### src/sv/ntpcal_pkg.sv
// ----------------------------------------------------------------------------
// ntpcal_pkg
// Shared types and constants of the NTP timestamp to local calendar converter.
// ----------------------------------------------------------------------------
package ntpcal_pkg;

  // pipeline shape
  localparam int LaneStages = 6;
  localparam int PipeStages = LaneStages + 2;

  // configuration register indexes
  localparam logic [0:0] CfgUtcOffset = 1'b0;
  localparam logic [0:0] CfgDstEnable = 1'b1;

  // 2^32 - 2208988800: moves the 1900 epoch to 1970 modulo 2^32
  localparam logic [31:0] NtpToUnixAdj = 32'd2085978496;
  localparam logic [31:0] DstShift     = 32'd3600;
  localparam logic signed [12:0] SecsPerHour = 13'sd3600;

  // seconds to days: 86400 = 2^7 * 675
  localparam int          DayLoBits   = 7;
  localparam logic [25:0] Div675Mul   = 26'd50903317;
  localparam int          Div675Shift = 35;
  localparam logic [9:0]  DayHiDiv    = 10'd675;

  // days since 1970-01-01 to days since 1968-03-01
  localparam logic [15:0] MarchBase = 16'd671;
  // day count of 2100-03-01, after the missing leap day
  localparam logic [15:0] Mar2100   = 16'd48212;
  localparam logic [10:0] QuadDays  = 11'd1461;
  localparam logic [15:0] Div1461Mul   = 16'd45934;
  localparam int          Div1461Shift = 26;
  localparam logic [5:0]  Quad2100     = 6'd33;
  localparam logic [10:0] YearDays     = 11'd365;
  localparam logic [11:0] BaseYear     = 12'd1968;

  localparam logic [17:0] Div60Mul   = 18'd139811;
  localparam int          Div60Shift = 23;
  localparam logic [16:0] Div60      = 17'd60;

  localparam logic [16:0] Div7Mul    = 17'd74899;
  localparam int          Div7Shift  = 19;
  localparam logic [15:0] Div7       = 16'd7;
  // 1970-01-01 was a thursday
  localparam logic [15:0] ThursdayAdj = 16'd4;

  localparam logic [3:0] MonthMar = 4'd3;
  localparam logic [3:0] MonthApr = 4'd4;
  localparam logic [3:0] MonthSep = 4'd9;
  localparam logic [3:0] MonthOct = 4'd10;

  typedef struct packed {
    logic [11:0] year;
    logic [3:0]  month;
    logic [4:0]  day;
    logic [4:0]  hour;
    logic [5:0]  minute;
    logic [5:0]  second;
    logic [2:0]  weekday;
    logic [8:0]  yday;
  } cal_t;

  // first day of each month in a march-based year
  function automatic logic [8:0] month_start(input logic [3:0] mi);
    logic [8:0] r;
    case (mi)
      4'd0:    r = 9'd0;
      4'd1:    r = 9'd31;
      4'd2:    r = 9'd61;
      4'd3:    r = 9'd92;
      4'd4:    r = 9'd122;
      4'd5:    r = 9'd153;
      4'd6:    r = 9'd184;
      4'd7:    r = 9'd214;
      4'd8:    r = 9'd245;
      4'd9:    r = 9'd275;
      4'd10:   r = 9'd306;
      4'd11:   r = 9'd337;
      default: r = 9'd0;
    endcase
    return r;
  endfunction

endpackage

### src/sv/ntpcal_decode.sv
// ----------------------------------------------------------------------------
// ntpcal_decode
// Six-stage decode of a unix second count into date, time and weekday.
// ----------------------------------------------------------------------------
module ntpcal_decode (
  input  logic                      clk,
  input  logic [5:0]                en,
  input  logic [31:0]               t,
  output ntpcal_pkg::cal_t          cal
);
  import ntpcal_pkg::*;

  // stage 1
  logic [50:0] day_prod;
  logic [15:0] s1_days;
  logic [24:0] s1_hi;
  logic [6:0]  s1_lo;

  // stage 2
  logic [24:0] day_rem;
  logic [15:0] s2_days;
  logic [16:0] s2_rs;

  // stage 3
  logic [15:0] e_raw;
  logic [15:0] e_adj;
  logic [15:0] wd_in;
  logic [31:0] quad_prod;
  logic [34:0] min_prod;
  logic [32:0] wd_prod;
  logic [15:0] s3_e;
  logic [5:0]  s3_quad;
  logic [10:0] s3_m;
  logic [16:0] s3_rs;
  logic [15:0] s3_wd_in;
  logic [13:0] s3_wd_q;

  // stage 4
  logic [15:0] quad_rem;
  logic [16:0] sec_full;
  logic [28:0] hour_prod;
  logic [15:0] wd_full;
  logic [10:0] s4_r;
  logic [5:0]  s4_quad;
  logic [10:0] s4_m;
  logic [4:0]  s4_hour;
  logic [5:0]  s4_sec;
  logic [2:0]  s4_wd;

  // stage 5
  logic [1:0]  ry;
  logic [10:0] rd_full;
  logic [10:0] min_full;
  logic [8:0]  s5_rd;
  logic [11:0] s5_yr;
  logic        s5_leap;
  logic [5:0]  s5_min;
  logic [4:0]  s5_hour;
  logic [5:0]  s5_sec;
  logic [2:0]  s5_wd;

  // stage 6
  logic [3:0]  mi;
  logic [8:0]  mstart;
  logic [8:0]  day_full;
  logic [8:0]  yd_raw;
  logic [8:0]  yd_lim;
  logic        wrap;

  assign day_prod = 51'(t[31:DayLoBits]) * 51'(Div675Mul);

  always_ff @(posedge clk) begin
    if (en[0]) begin
      s1_days <= day_prod[Div675Shift +: 16];
      s1_hi   <= t[31:DayLoBits];
      s1_lo   <= t[DayLoBits-1:0];
    end
  end

  assign day_rem = s1_hi - 25'(s1_days) * 25'(DayHiDiv);

  always_ff @(posedge clk) begin
    if (en[1]) begin
      s2_days <= s1_days;
      s2_rs   <= {day_rem[9:0], s1_lo};
    end
  end

  always_comb begin
    e_raw     = s2_days + MarchBase;
    // no feb 29 in 2100
    e_adj     = e_raw + 16'(e_raw >= Mar2100);
    quad_prod = 32'(e_adj) * 32'(Div1461Mul);
    min_prod  = 35'(s2_rs) * 35'(Div60Mul);
    wd_in     = s2_days + ThursdayAdj;
    wd_prod   = 33'(wd_in) * 33'(Div7Mul);
  end

  always_ff @(posedge clk) begin
    if (en[2]) begin
      s3_e     <= e_adj;
      s3_quad  <= quad_prod[Div1461Shift +: 6];
      s3_m     <= min_prod[Div60Shift +: 11];
      s3_rs    <= s2_rs;
      s3_wd_in <= wd_in;
      s3_wd_q  <= wd_prod[Div7Shift +: 14];
    end
  end

  always_comb begin
    quad_rem  = s3_e - 16'(s3_quad) * 16'(QuadDays);
    sec_full  = s3_rs - 17'(s3_m) * Div60;
    hour_prod = 29'(s3_m) * 29'(Div60Mul);
    wd_full   = s3_wd_in - 16'(s3_wd_q) * Div7;
  end

  always_ff @(posedge clk) begin
    if (en[3]) begin
      s4_r    <= quad_rem[10:0];
      s4_quad <= s3_quad;
      s4_m    <= s3_m;
      s4_hour <= hour_prod[Div60Shift +: 5];
      s4_sec  <= sec_full[5:0];
      s4_wd   <= wd_full[2:0];
    end
  end

  always_comb begin
    if (s4_r >= 3 * YearDays) begin
      ry = 2'd3;
    end else if (s4_r >= 2 * YearDays) begin
      ry = 2'd2;
    end else if (s4_r >= YearDays) begin
      ry = 2'd1;
    end else begin
      ry = 2'd0;
    end
    rd_full  = s4_r - 11'(ry) * YearDays;
    min_full = s4_m - 11'(s4_hour) * 11'(Div60);
  end

  always_ff @(posedge clk) begin
    if (en[4]) begin
      s5_rd   <= rd_full[8:0];
      s5_yr   <= BaseYear + {4'd0, s4_quad, 2'b00} + 12'(ry);
      s5_leap <= (ry == 2'd0) && (s4_quad != Quad2100);
      s5_min  <= min_full[5:0];
      s5_hour <= s4_hour;
      s5_sec  <= s4_sec;
      s5_wd   <= s4_wd;
    end
  end

  always_comb begin
    mi = 4'd0;
    for (int k = 1; k < 12; k++) begin
      if (month_start(4'(k)) <= s5_rd) begin
        mi = mi + 4'd1;
      end
    end
    mstart   = month_start(mi);
    day_full = s5_rd - mstart + 9'd1;
    wrap     = (mi >= 4'd10);
    yd_raw   = s5_rd + 9'd59 + 9'(s5_leap);
    yd_lim   = 9'd365 + 9'(s5_leap);
  end

  always_ff @(posedge clk) begin
    if (en[5]) begin
      cal.year    <= s5_yr + 12'(wrap);
      cal.month   <= wrap ? mi - 4'd9 : mi + 4'd3;
      cal.day     <= day_full[4:0];
      cal.hour    <= s5_hour;
      cal.minute  <= s5_min;
      cal.second  <= s5_sec;
      cal.weekday <= s5_wd;
      cal.yday    <= (yd_raw >= yd_lim) ? yd_raw - yd_lim : yd_raw;
    end
  end

endmodule

### src/sv/ntpcal_dst.sv
// ----------------------------------------------------------------------------
// ntpcal_dst
// European summer time rule on the standard decode and output register.
// ----------------------------------------------------------------------------
module ntpcal_dst (
  input  logic             clk,
  input  logic             en,
  input  logic             dst_enable,
  input  ntpcal_pkg::cal_t cal_std,
  input  ntpcal_pkg::cal_t cal_dst,
  output ntpcal_pkg::cal_t cal,
  output logic             dst_active
);
  import ntpcal_pkg::*;

  logic [5:0]  dow_raw;
  logic [11:0] dow_prod;
  logic [5:0]  dow31;
  logic [4:0]  last_sun;
  logic        summer;

  always_comb begin
    // weekday of the 31st, then the last sunday on or before it
    dow_raw  = 6'(cal_std.weekday) + 6'd31 - 6'(cal_std.day);
    dow_prod = 12'(dow_raw) * 12'd37;
    dow31    = dow_raw - 6'(dow_prod[11:8]) * 6'd7;
    last_sun = 5'd31 - dow31[4:0];
    summer   = 1'b0;
    if (cal_std.month >= MonthApr && cal_std.month <= MonthSep) begin
      summer = 1'b1;
    end else if (cal_std.month == MonthMar) begin
      summer = (cal_std.day > last_sun) ||
               (cal_std.day == last_sun && cal_std.hour >= 5'd2);
    end else if (cal_std.month == MonthOct) begin
      summer = (cal_std.day < last_sun) ||
               (cal_std.day == last_sun && cal_std.hour < 5'd3);
    end
  end

  always_ff @(posedge clk) begin
    if (en) begin
      if (dst_enable && summer) begin
        cal        <= cal_dst;
        dst_active <= 1'b1;
      end else begin
        cal        <= cal_std;
        dst_active <= 1'b0;
      end
    end
  end

endmodule

### src/sv/ntp_time_to_local_calendar.sv
// ----------------------------------------------------------------------------
// ntp_time_to_local_calendar
// NTP seconds to local calendar date and time with optional EU summer time.
// ----------------------------------------------------------------------------
//  channel   direction  handshake              payload
//  ts        in         ts_valid / ts_ready    ntp_seconds
//  cal       out        cal_valid / cal_ready  year .. day_of_year, dst_active
//  cfg       in         cfg_wr_en              cfg_index, cfg_wr_data
//
//  one request per cycle while the output is not stalled; a stalled output holds the flow
//  the pipeline is the offset stage, six decode stages and the summer time stage
//  reset clears the stage valid bits, offset to zero and summer time off
//  each stage moves on when it is empty or the next one moves; a stalled
//  output keeps accepting until the bubbles ahead of it are filled
// ----------------------------------------------------------------------------
module ntp_time_to_local_calendar (
  input  logic        clk,
  input  logic        rst,
  input  logic        cfg_wr_en,
  input  logic [0:0]  cfg_index,
  input  logic [4:0]  cfg_wr_data,
  input  logic        ts_valid,
  output logic        ts_ready,
  input  logic [31:0] ntp_seconds,
  output logic        cal_valid,
  input  logic        cal_ready,
  output logic [11:0] year,
  output logic [3:0]  month,
  output logic [4:0]  day,
  output logic [4:0]  hour,
  output logic [5:0]  minute,
  output logic [5:0]  second,
  output logic [2:0]  weekday,
  output logic [8:0]  day_of_year,
  output logic        dst_active
);
  import ntpcal_pkg::*;

  logic [PipeStages-1:0] vld;
  logic [PipeStages-1:0] go;

  logic [31:0]        adj_std;
  logic [31:0]        adj_dst;
  logic               dst_enable;
  logic signed [4:0]  off_hours;
  logic signed [17:0] off_secs;
  logic [31:0]        off_ext;

  logic [31:0] t_std;
  logic [31:0] t_dst;
  cal_t        cal_std;
  cal_t        cal_dst;
  cal_t        cal;

  // configuration
  always_comb begin
    off_hours = cfg_wr_data;
    off_secs  = off_hours * SecsPerHour;
    off_ext   = 32'(off_secs);
  end

  always_ff @(posedge clk) begin
    if (rst) begin
      adj_std    <= NtpToUnixAdj;
      adj_dst    <= NtpToUnixAdj + DstShift;
      dst_enable <= 1'b0;
    end else if (cfg_wr_en) begin
      case (cfg_index)
        CfgUtcOffset: begin
          adj_std <= NtpToUnixAdj + off_ext;
          adj_dst <= NtpToUnixAdj + DstShift + off_ext;
        end
        CfgDstEnable: begin
          dst_enable <= cfg_wr_data[0];
        end
        default: begin
        end
      endcase
    end
  end

  // pipeline control
  always_comb begin
    go[PipeStages-1] = !vld[PipeStages-1] || cal_ready;
    for (int k = PipeStages - 2; k >= 0; k--) begin
      go[k] = !vld[k] || go[k+1];
    end
  end

  always_ff @(posedge clk) begin
    if (rst) begin
      vld <= '0;
    end else begin
      if (go[0]) begin
        vld[0] <= ts_valid;
      end
      for (int k = 1; k < PipeStages; k++) begin
        if (go[k]) begin
          vld[k] <= vld[k-1];
        end
      end
    end
  end

  assign ts_ready  = go[0];
  assign cal_valid = vld[PipeStages-1];

  // offset stage: standard and summer time second counts
  always_ff @(posedge clk) begin
    if (go[0]) begin
      t_std <= ntp_seconds + adj_std;
      t_dst <= ntp_seconds + adj_dst;
    end
  end

  ntpcal_decode u_dec_std (
    .clk (clk),
    .en  (go[LaneStages:1]),
    .t   (t_std),
    .cal (cal_std)
  );

  ntpcal_decode u_dec_dst (
    .clk (clk),
    .en  (go[LaneStages:1]),
    .t   (t_dst),
    .cal (cal_dst)
  );

  ntpcal_dst u_dst (
    .clk        (clk),
    .en         (go[PipeStages-1]),
    .dst_enable (dst_enable),
    .cal_std    (cal_std),
    .cal_dst    (cal_dst),
    .cal        (cal),
    .dst_active (dst_active)
  );

  assign year        = cal.year;
  assign month       = cal.month;
  assign day         = cal.day;
  assign hour        = cal.hour;
  assign minute      = cal.minute;
  assign second      = cal.second;
  assign weekday     = cal.weekday;
  assign day_of_year = cal.yday;

  // checks
  a_ready_only_on_stall: assert property (@(posedge clk) disable iff (rst)
    !ts_ready |-> (cal_valid && !cal_ready))
    else $error("request refused without output stall");

  a_fields_in_range: assert property (@(posedge clk) disable iff (rst)
    cal_valid |-> (month >= 4'd1 && month <= 4'd12 && day >= 5'd1 &&
                   hour <= 5'd23 && minute <= 6'd59 && second <= 6'd59 &&
                   weekday <= 3'd6 && day_of_year <= 9'd365))
    else $error("calendar field out of range");

  a_dst_months: assert property (@(posedge clk) disable iff (rst)
    (cal_valid && dst_active) |-> (month >= MonthMar && month <= MonthOct))
    else $error("summer time flagged outside march to october");

endmodule

### config.mk
export PLATFORM = sky130hd
export DESIGN_NAME = ntp_time_to_local_calendar
export DESIGN_NICKNAME = d
export VERILOG_FILES = /design/src/sv/ntpcal_pkg.sv /design/src/sv/ntpcal_decode.sv /design/src/sv/ntpcal_dst.sv /design/src/sv/ntp_time_to_local_calendar.sv
export SDC_FILE = /design/constraint.sdc
export NUM_CORES = 2
export LEC_CHECK = 0
export ABC_AREA = 1
export BUFFER_PORTS_ARGS = -buffer_cell sky130_fd_sc_hd__buf_2
export CAP_MARGIN = 20
export CORE_MARGIN = 2
export CORE_UTILIZATION = 60
export DETAILED_ROUTE_END_ITERATION = 8
export MAX_ROUTING_LAYER = met4
export PLACE_DENSITY = 0.76
export REMOVE_ABC_BUFFERS = 1
export SYNTH_ARGS = -nofsm -noshare
export SYNTH_HDL_FRONTEND = slang
export SYNTH_SLANG_ARGS = --single-unit
### constraint.sdc
create_clock -name clk -period 53.4 [get_ports clk]
set_clock_uncertainty 0.1 [all_clocks]
set_input_delay 10.68 -clock clk [delete_from_list [all_inputs] [get_ports clk]]
set_output_delay 10.68 -clock clk [all_outputs]
set_load 0.01 [all_outputs]
==> qor.txt <==
cts repair resizes - 0
worst path required time - 42.62 ns
nature of the critical path startpoint - input port
First DRT Iteration DRCs - 2618
FF/Latch Area - 17600 sq um
fillers - 10100
Mapped Cells - 7879
minimum clock period - 25.78 ns
worst slew pin tran - 0.993 ns
Total GRT Usage - 26.1%
Syn Area/Cell - 9.82 sq um
# hold bufs at CTS - 0
final core occ - 64.4%
Post-CTS Setup Bufs - 0
layout cell share with drive strength beyond 1 - 4.30%
CP Capture Type - output pin
remaining antenna violation count - 0
Hold Path Depth - 0
DR vias/cell - 5.36
final net count - 10500
core box area - 128000 sq um
post-synthesis register bit count - 600
Setup Crit Path Kind - in2out
worst path arrival time - 15.00 ns
flop2flop setup slack - 42.67 ns
GPL Wtd Cong - 0.963
fmax - 38.8 MHz
Warnings, synthesis - 0
# setup viols final - 0
r2r endpoint - u_dec_dst.s3_quad[0]
clk root buf - clkbuf_16
wirelength, routed - 161000 um
port bufs - 95
Rel. slew slack - 33.6%
min-delay src - u_dec_std.s1_days[13]
EDFF count, synth - 561
Die Y-Extent - 363 um
status - finished, final reports clean
largest net degree at the start of global routing - 74
first-pass GRT wire length - 271000 um
CTS Buf Count - 70
clk slew on worst S/H paths - 0.06 ns
drt drc - 0
mapped cell area - 77400 sq um
final hold violation count - 0
die outline width - 363 um
Synth cell types - 64
share of synthesized flip-flops with an asynchronous set or reset - 0%
Crit Reg-Reg Startpoint - u_dec_dst.s2_days[2]
antenna violations before repair - 4
full die area - 132000 sq um
H-tree depth - 3
R2R cell count - 45
detailed placement HPWL - 135000 um
commonest non-fill, non-tap cell in the layout - inv_1
Min-Delay Path Class - reg2reg
clk buf depth - 3
CTS Sinks - 600
number of global-route vias before repair - 56000
Area Overhead vs Synth - 6.33%
area of the multi-input gates - 52300 sq um
Slew Viols, Final - 0
sequential fraction of the synthesis area - 22.8%
Pre-antenna DRT Iters - 5
final worst path period share - 48.3%
CP max FO - 64
row count - 131
hold endpoint - u_dec_std.s2_days[13]
top_reg_cell synth - edfxtp_1
unrepaired setup endpoints after global routing - false
DR vias - 52200
most frequent cells in the layout - 1925 x inv_1, 1651 x ha_1, 824 x nand2_1
Clk Latency, worst-skew pair - 0.66 ns
Initial Utilization - 60.5%
Setup TNS Final - 0 ns
total I/O pin count - 96
Max Cap Violations - 0
gr ovfl total - 0
wire per inst - 16.5 um
CTS tree - done
## stage by stage
step / worst slack, ns / hold slack [ns] / area (sq um) / cells
floorplan: 20.86 / 0.300 / 77200 / 7845
global placement: 27.59 / 0.301 / 79900 / 9618
detailed placement: 27.54 / 0.305 / 79900 / 9618
CTS: 27.50 / 0.303 / 82300 / 9744
global route: 27.12 / 0.305 / 82300 / 9749
finish: 27.62 / 0.310 / 82300 / 9749
## per-layer routing
layer	part of all wire [%]	up-vias	GRT usage [%]
met1	44	25400	32.1
met2	50	954	45.8
met3	3.6	269	2.60
li1	-	25700	-
met5	0	-	-
met4	2.8	0	7.32
## how the worst max path moves through the flow
stage,from,end,slack [ns],depth (start not counted)
3_3_place_gp,cal_ready,ts_ready,27.59,19
5_1_grt,cal_ready,ts_ready,27.12,19
4_1_cts,cal_ready,ts_ready,27.50,19
2_1_floorplan,cal_ready,ts_ready,20.86,14
6_report,cal_ready,ts_ready,27.62,19
3_5_place_dp,cal_ready,ts_ready,27.54,19
## layout make-up
class	count	area share [%]
Inverter	1951	8.91
Clock buffer	85	2.23
Tap cell	1662	2.53
Antenna cell	3	0.00912
Multi-Input combinational cell	5294	63.5
Timing Repair Buffer	113	0.742
Sequential cell	600	21.4
Clock inverter	41	0.634
## state kept, by name, indices dropped and copies added (netlist names), 13 cells and up
signal	count
adj_dst	15
adj_std	15
t_dst	28
t_std	32
u_dec_dst.cal	48
u_dec_dst.s1_days	16
u_dec_dst.s2_days	16
u_dec_dst.s2_rs	13
u_dec_std.cal	50
u_dec_std.s1_days	16
u_dec_std.s2_days	16
u_dec_std.s2_rs	17
u_dst.cal	50
## synth_stat cells, drive strengths merged, types with 2 or more instances
| cell type | n | share of area, % |
|---|---|---|
| inv | 1951 | 9.5 |
| ha | 1651 | 27 |
| nand2 | 869 | 4.4 |
| fa | 822 | 21 |
| edfxtp | 561 | 22 |
| a21oi | 375 | 2.4 |
| nor2 | 348 | 1.7 |
| xor2 | 305 | 3.5 |
| o21ai | 238 | 1.6 |
| nand3 | 186 | 1.3 |
| xnor2 | 125 | 1.4 |
| nand4 | 61 | 0.49 |
| nor3 | 56 | 0.36 |
| dfxtp | 39 | 1.0 |
| a21o | 31 | 0.30 |
| or2 | 25 | 0.20 |
| a31oi | 23 | 0.19 |
| o21bai | 23 | 0.22 |
| clkbuf | 21 | 0.10 |
| nor4 | 20 | 0.16 |
| o211ai | 19 | 0.18 |
| a211oi | 16 | 0.16 |
| buf | 13 | 0.12 |
| o31ai | 13 | 0.13 |
| o21a | 11 | 0.11 |
| o221ai | 11 | 0.12 |
| nand3b | 10 | 0.097 |
| and2 | 8 | 0.065 |
| a21boi | 7 | 0.068 |
| a221oi | 5 | 0.057 |
| a41oi | 5 | 0.057 |
| a31o | 4 | 0.045 |
| and3 | 3 | 0.024 |
| o2111ai | 3 | 0.034 |
| o41ai | 3 | 0.034 |
| or4 | 3 | 0.029 |
| a211o | 2 | 0.023 |
| a221o | 2 | 0.026 |
| a311oi | 2 | 0.023 |
| o221a | 2 | 0.029 |
| o311ai | 2 | 0.023 |
## critical path, cell delays in order
cell and delay, ns:
buf_2 0.08, nor2_1 0.04, inv_2 0.03, buf_4 0.53, nor2_1 0.16, inv_4 0.37, nor2_1 0.10, clkinv_2 0.48
nor2_1 0.11, inv_2 0.08, nor2_1 0.04, clkinv_2 0.20, nor2_1 0.08, inv_2 0.07, buf_4 0.65, nor2_1 0.20
nand2_2 0.10, buf_4 0.64, buf_2 0.26
## kinds of logic after synthesis
| group | Yosys count | synth area share, % |
|---|---|---|
| adder cells (fa/ha/maj) | 2473 | 47.9 |
| buffers and inverters | 1985 | 9.69 |
| AND/OR/NAND/NOR | 1591 | 8.88 |
| AO/OA/AOI/OAI | 800 | 5.84 |
| flip-flops | 600 | 22.8 |
| XOR/XNOR | 430 | 4.88 |
Power is not shown: default switching activity piles up to over one toggle a cycle in this logic, so the estimate is an artifact.
